### src/rtl/pimf_pkg.sv
// Shared types and constants of the point-in-multipolygon filter.
`timescale 1ns / 1ps
package pimf_pkg;
   localparam int MAX_VERTICES_DEF = 256;
   localparam int COORD_WIDTH_DEF  = 32;
   localparam int IN_COORD_W       = 32;
   localparam int HELD_W           = 9;
   localparam int REQ_DATA_W       = 72;
   localparam int RSP_DATA_W       = 16;

   localparam logic [1:0] REQ_CLEAR  = 2'd0;
   localparam logic [1:0] REQ_APPEND = 2'd1;
   localparam logic [1:0] REQ_TEST   = 2'd2;

   // bit positions inside a stored vertex mark
   localparam int MARK_RING = 0;
   localparam int MARK_POLY = 1;
   localparam int MARK_EXT  = 2;

   typedef enum logic [1:0] {OP_CLEAR, OP_APPEND, OP_TEST, OP_NOP} op_type;

   typedef struct packed {
      op_type     op;
      logic [2:0] marks;
   } cmd_type;

   typedef struct packed {
      logic ring_end;
      logic ext;
      logic poly_next;
   } edge_tag_type;

   typedef enum logic [1:0] {ST_IDLE, ST_WALK, ST_CLOSE, ST_DRAIN} back_state_type;
endpackage

### src/rtl/pimf_front.sv
// Request intake: decode the request kind and hold requests in a two-entry queue.
`timescale 1ns / 1ps
module pimf_front #(
   parameter int COORD_WIDTH = pimf_pkg::COORD_WIDTH_DEF
) (
   input  logic                              clock,
   input  logic                              reset,
   input  logic                              req_tvalid,
   output logic                              req_tready,
   input  logic [pimf_pkg::REQ_DATA_W-1:0]   req_tdata,
   input  logic [1:0]                        req_tuser,
   output logic                              q_valid,
   input  logic                              q_pop,
   output pimf_pkg::cmd_type                 q_cmd,
   output logic [COORD_WIDTH-1:0]            q_x,
   output logic [COORD_WIDTH-1:0]            q_y
);
   import pimf_pkg::*;

   localparam int DEPTH = 2;

   cmd_type                cmd_ff [DEPTH];
   logic [COORD_WIDTH-1:0] x_ff [DEPTH];
   logic [COORD_WIDTH-1:0] y_ff [DEPTH];
   logic                   wr_ptr_ff, wr_ptr_in;
   logic                   rd_ptr_ff, rd_ptr_in;
   logic [1:0]             fill_ff, fill_in;
   cmd_type                cmd_new;
   logic                   push;

   always_comb begin
      unique case (req_tuser)
         REQ_CLEAR:  cmd_new.op = OP_CLEAR;
         REQ_APPEND: cmd_new.op = OP_APPEND;
         REQ_TEST:   cmd_new.op = OP_TEST;
         default:    cmd_new.op = OP_NOP;
      endcase
      cmd_new.marks[MARK_RING] = req_tdata[64] | req_tdata[65];
      cmd_new.marks[MARK_POLY] = req_tdata[65];
      cmd_new.marks[MARK_EXT]  = req_tdata[66];
   end

   assign req_tready = (fill_ff != 2'(DEPTH));
   assign push       = req_tvalid & req_tready;
   assign q_valid    = (fill_ff != 2'd0);
   assign q_cmd      = cmd_ff[rd_ptr_ff];
   assign q_x        = x_ff[rd_ptr_ff];
   assign q_y        = y_ff[rd_ptr_ff];

   always_comb begin
      wr_ptr_in = wr_ptr_ff ^ push;
      rd_ptr_in = rd_ptr_ff ^ q_pop;
      fill_in   = 2'(fill_ff + {1'b0, push} - {1'b0, q_pop});
   end

   always_ff @(posedge clock) begin
      if (push) begin
         cmd_ff[wr_ptr_ff] <= cmd_new;
         x_ff[wr_ptr_ff]   <= req_tdata[COORD_WIDTH-1:0];
         y_ff[wr_ptr_ff]   <= req_tdata[IN_COORD_W+COORD_WIDTH-1:IN_COORD_W];
      end
   end

   always_ff @(posedge clock) begin
      if (reset) begin
         wr_ptr_ff <= 1'b0;
         rd_ptr_ff <= 1'b0;
         fill_ff   <= 2'd0;
      end else begin
         wr_ptr_ff <= wr_ptr_in;
         rd_ptr_ff <= rd_ptr_in;
         fill_ff   <= fill_in;
      end
   end

   a_pop_nonempty: assert property (@(posedge clock) disable iff (reset) q_pop |-> q_valid)
      else $error("queue popped while empty");
   a_fill_bound: assert property (@(posedge clock) disable iff (reset) fill_ff <= 2'(DEPTH))
      else $error("queue overfilled");
   a_fill_grow: assert property (@(posedge clock) disable iff (reset)
      (push && !q_pop) |=> fill_ff == $past(fill_ff) + 2'd1)
      else $error("queue fill count did not advance");
endmodule

### config.mk
export PLATFORM = sky130hd
export DESIGN_NAME = pimf_front
export DESIGN_NICKNAME = d
export VERILOG_FILES = /design/src/rtl/pimf_pkg.sv /design/src/rtl/pimf_front.sv
export SDC_FILE = /design/constraint.sdc
export NUM_CORES = 1
export LEC_CHECK = 0
export ABC_AREA = 1
export BUFFER_PORTS_ARGS = -buffer_cell sky130_fd_sc_hd__buf_2
export CORE_AREA = 2 2 152 154
export DETAILED_ROUTE_END_ITERATION = 12
export DIE_AREA = 0 0 154 156
export SYNTH_ARGS = -nofsm -noshare
export SYNTH_HDL_FRONTEND = slang
export SYNTH_SLANG_ARGS = --single-unit
### constraint.sdc
create_clock -name clock -period 4.2 [get_ports clock]
set_input_delay 0.84 -clock clock [delete_from_list [all_inputs] [get_ports clock]]
set_output_delay 0.84 -clock clock [all_outputs]
set_load 0.01 [all_outputs]
==> run metrics <==
Detail Placement HPWL 6.880 mm; combinational power share 13.9%; setup slack, reg-to-reg 2.17 ns; Most used DFF post-synth edfxtp_1; htree depth 4; worst relative slew slack 31.90%; Int Power 0.002844 W; Initial DRC Count 102; Slew Viols, Final 0; Top Layer Used met4; die width 154 microns; Leak 2.776 nW; vias after detailed routing 2,703; Post-DP Area 6521 sq um; simple-gate share of the synthesized area 1.015%; GR Util All Layers 8.984%; final setup TNS 0 ns; CP startpoint rd_ptr_ff$_SDFF_PP0_; global-route wire length before repair 16.10 mm; fillers 2,187; crit path max fanout 37; Post-synth EDFFs 138; DR WL met2 5.339 mm; Via-to-Cell Ratio 3.861; post-CTS setup buffer count 0; Cells after Synth 247; met3 WL post-DR 698 microns; sequential area share after synthesis 76.12%; critical path's slowest cell dfxtp_4; Syn Nets 327; initial core utilization 24.81%; worst-path cell chain buf_12, mux2_4, buf_2; post-synthesis mux area share 18.67%; yosys warns 0; reg2reg start fill_ff[0]$_SDFF_PP0_; Reg power frac 47.8%; main area contributors after synthesis edfxtp_1, mux2_4, buf_12, dfxtp_1, inv_1; Clock Skews 0.01013 ns; CTS Buf Count 17; Synth Area in Compound Gates 0.09019%; CTS clk-pin slew, worst paths 0.06 ns; Cells on Worst Hold Path 1; Final ANT Viol Nets 0; CP Capture Type output port; Switch Pwr 0.0008604 W; DR DRC count 0; status finished clean; Critical Path Start Type register; detailed-router iteration count before antenna repair 4; CP bufs+invs 2; Die ar. 24,020 sq um; Core ar. 22,370 sq um; antenna cell count 0; unrepaired setup endpoints after global routing no; most frequent cells after synthesis edfxtp_1, mux2_4, buf_12, inv_1, nand2_1; Netlist Area Pre-Place 5549 sq um; # hold bufs at CTS 0; Routed WL 10.52 mm; crit share post-route 69.66%; worst r2r dst x_ff[0][21]$_DFFE_PP_; XOR/XNOR Fraction of Synth Area 0.3157%; Period minus WS final 2.926 ns; io pins 149; CTS tree built; Yosys top cell by area edfxtp_1; Max VDD drop 0.2316 mV; initial antenna violation count 1; M1 WL 4.418 mm; Synth cell types 14; multi-input logic area 1160 sq um; Worst-Skew Late Latency 0.41 ns; Clk pwr share 38.3%; clock sink count 142; clk root buf clkbuf_16; main combinational cell family by area after synthesis multiplexers; post-cts resize count 0; Pwr Density 523.4 nW/um^2; critical path class reg2out; max cap viols 0; synth-to-layout area growth 27.55%; share of layout cells above drive strength 1 59.76%; Sw Ratio 23.23%; Yosys top cell area share 74.68%; final-report setup violation count 0; mean post-synth cell area 22.47 sq um; Critical Path RT 3.36 ns; CP peak stage delay 0.79 ns; Critical Path AT 2.09 ns; count leader, synth edfxtp_1; nets 482; routability cong. 0.6625; IO buf count 143; CP top delay family flip-flops; endpoints failing hold 0; Hold Crit Class in2reg; Worst Hold Path EP cmd_ff[1][4]$_DFFE_PP_; setup ws final 1.274 ns; row count 55; post-route cell area 7078 sq um; sequential cell area 4228 sq um; ys async rst share 0%; R2R cell count 5; vias in the first global route 2,972; worst hold start req_tuser[1]; Chip Height 156 microns; Fmax 0.3418 GHz; Longest Clk Path Bufs 2; synthesized-area fraction occupied by adder cells 0.4510%; dpl ws 1.644 ns; gr ovfl total 0; Worst-Margin Slew 1.022 ns; largest net degree at the start of global routing 70; WL/cell 15.03 microns; Synth Register Bits 142
==> power by group through the flow <==
stage          combinational, W  sequential, W  clock (W)
2_1_floorplan          0.000361        0.00178          0
3_3_place_gp           0.000517        0.00179          0
3_5_place_dp           0.000529        0.00180          0
4_1_cts                0.000531        0.00177    0.00147
5_1_grt                0.000559        0.00178    0.00155
6_report               0.000514        0.00177    0.00142
==> how the worst max path moves through the flow <==
stage | cells past startpoint | slack [ns] | endpoint
final | 3 | 1.27 | q_x[21]
after global routing | 3 | 1.15 | q_cmd[2]
after CTS | 3 | 1.20 | q_cmd[2]
after detailed placement | 3 | 1.64 | q_cmd[2]
after global placement | 3 | 1.66 | q_cmd[2]
after floorplan | 2 | 1.01 | cmd_ff[1][0]$_DFFE_PP_
==> through the flow <==
| step | utilization (%) | total power (W) | instances | hold slack (ns) |
|---|---|---|---|---|
| after floorplan | - | 0.002139 | 247 | 0.5520 |
| after global placement | 29.16 | 0.002311 | 668 | 0.5660 |
| after detailed placement | 29.16 | 0.002334 | 668 | 0.6151 |
| after CTS | 31.65 | 0.003780 | 700 | 0.5903 |
| after global routing | 31.65 | 0.003896 | 700 | 0.5826 |
| final | 31.65 | 0.003704 | 700 | 0.6174 |
==> placed cells by master (no fill, tap or decap) <==
| cell | n |
|---|---|
| dfxtp_1 | 3 |
| clkbuf_1 | 2 |
| or2_2 | 1 |
| ha_4 | 1 |
| clkbuf_16 | 17 |
| nand2_1 | 7 |
| edfxtp_1 | 138 |
| clkinv_4 | 2 |
| a21oi_1 | 1 |
| clkinv_2 | 7 |
| dfxtp_4 | 1 |
| buf_2 | 143 |
| xnor2_1 | 2 |
| buf_4 | 2 |
| mux2_4 | 69 |
| bufinv_16 | 2 |
| ha_1 | 1 |
| clkinvlp_4 | 1 |
| clkinv_1 | 1 |
| nor2_1 | 4 |
| inv_1 | 7 |
| nand3_1 | 1 |
| buf_12 | 1 |
| nor2_4 | 1 |
==> final cells by class <==
cell class / count / area share [%]
flip-flops and latches: 142 / 59.73
multi-input cells: 88 / 16.39
repair buffers: 146 / 10.61
clock buffers: 19 / 6.116
well taps: 285 / 5.038
clock inverters: 13 / 1.750
inverters: 7 / 0.3712
==> registers in the layout, summed over array words and instances, names as in the netlist <==
| name | count |
|---|---|
| fill_ff | 2 |
| y_ff | 64 |
| x_ff | 64 |
| rd_ptr_ff | 1 |
| wr_ptr_ff | 1 |
| cmd_ff | 10 |
==> per-layer routing <==
metal	vias to the layer above	GRT usage, %
met1	1338	9.968
met2	94	15.35
met4	0	2.848
met3	6	4.194
met5	-	0
li1	1265	-
==> kinds of logic (layout without fill, tap and decap cells) <==
group                      Yosys count  in the layout
DFF                                142            142
muxes                               69             69
buffers and inverters               17            185
and+or+nand+nor                     14             14
adders and majority gates            2              2
xor gates and xnor gates             2              2
AOI/OAI and AO/OA                    1              1
Power figures use the tool's default switching activity.
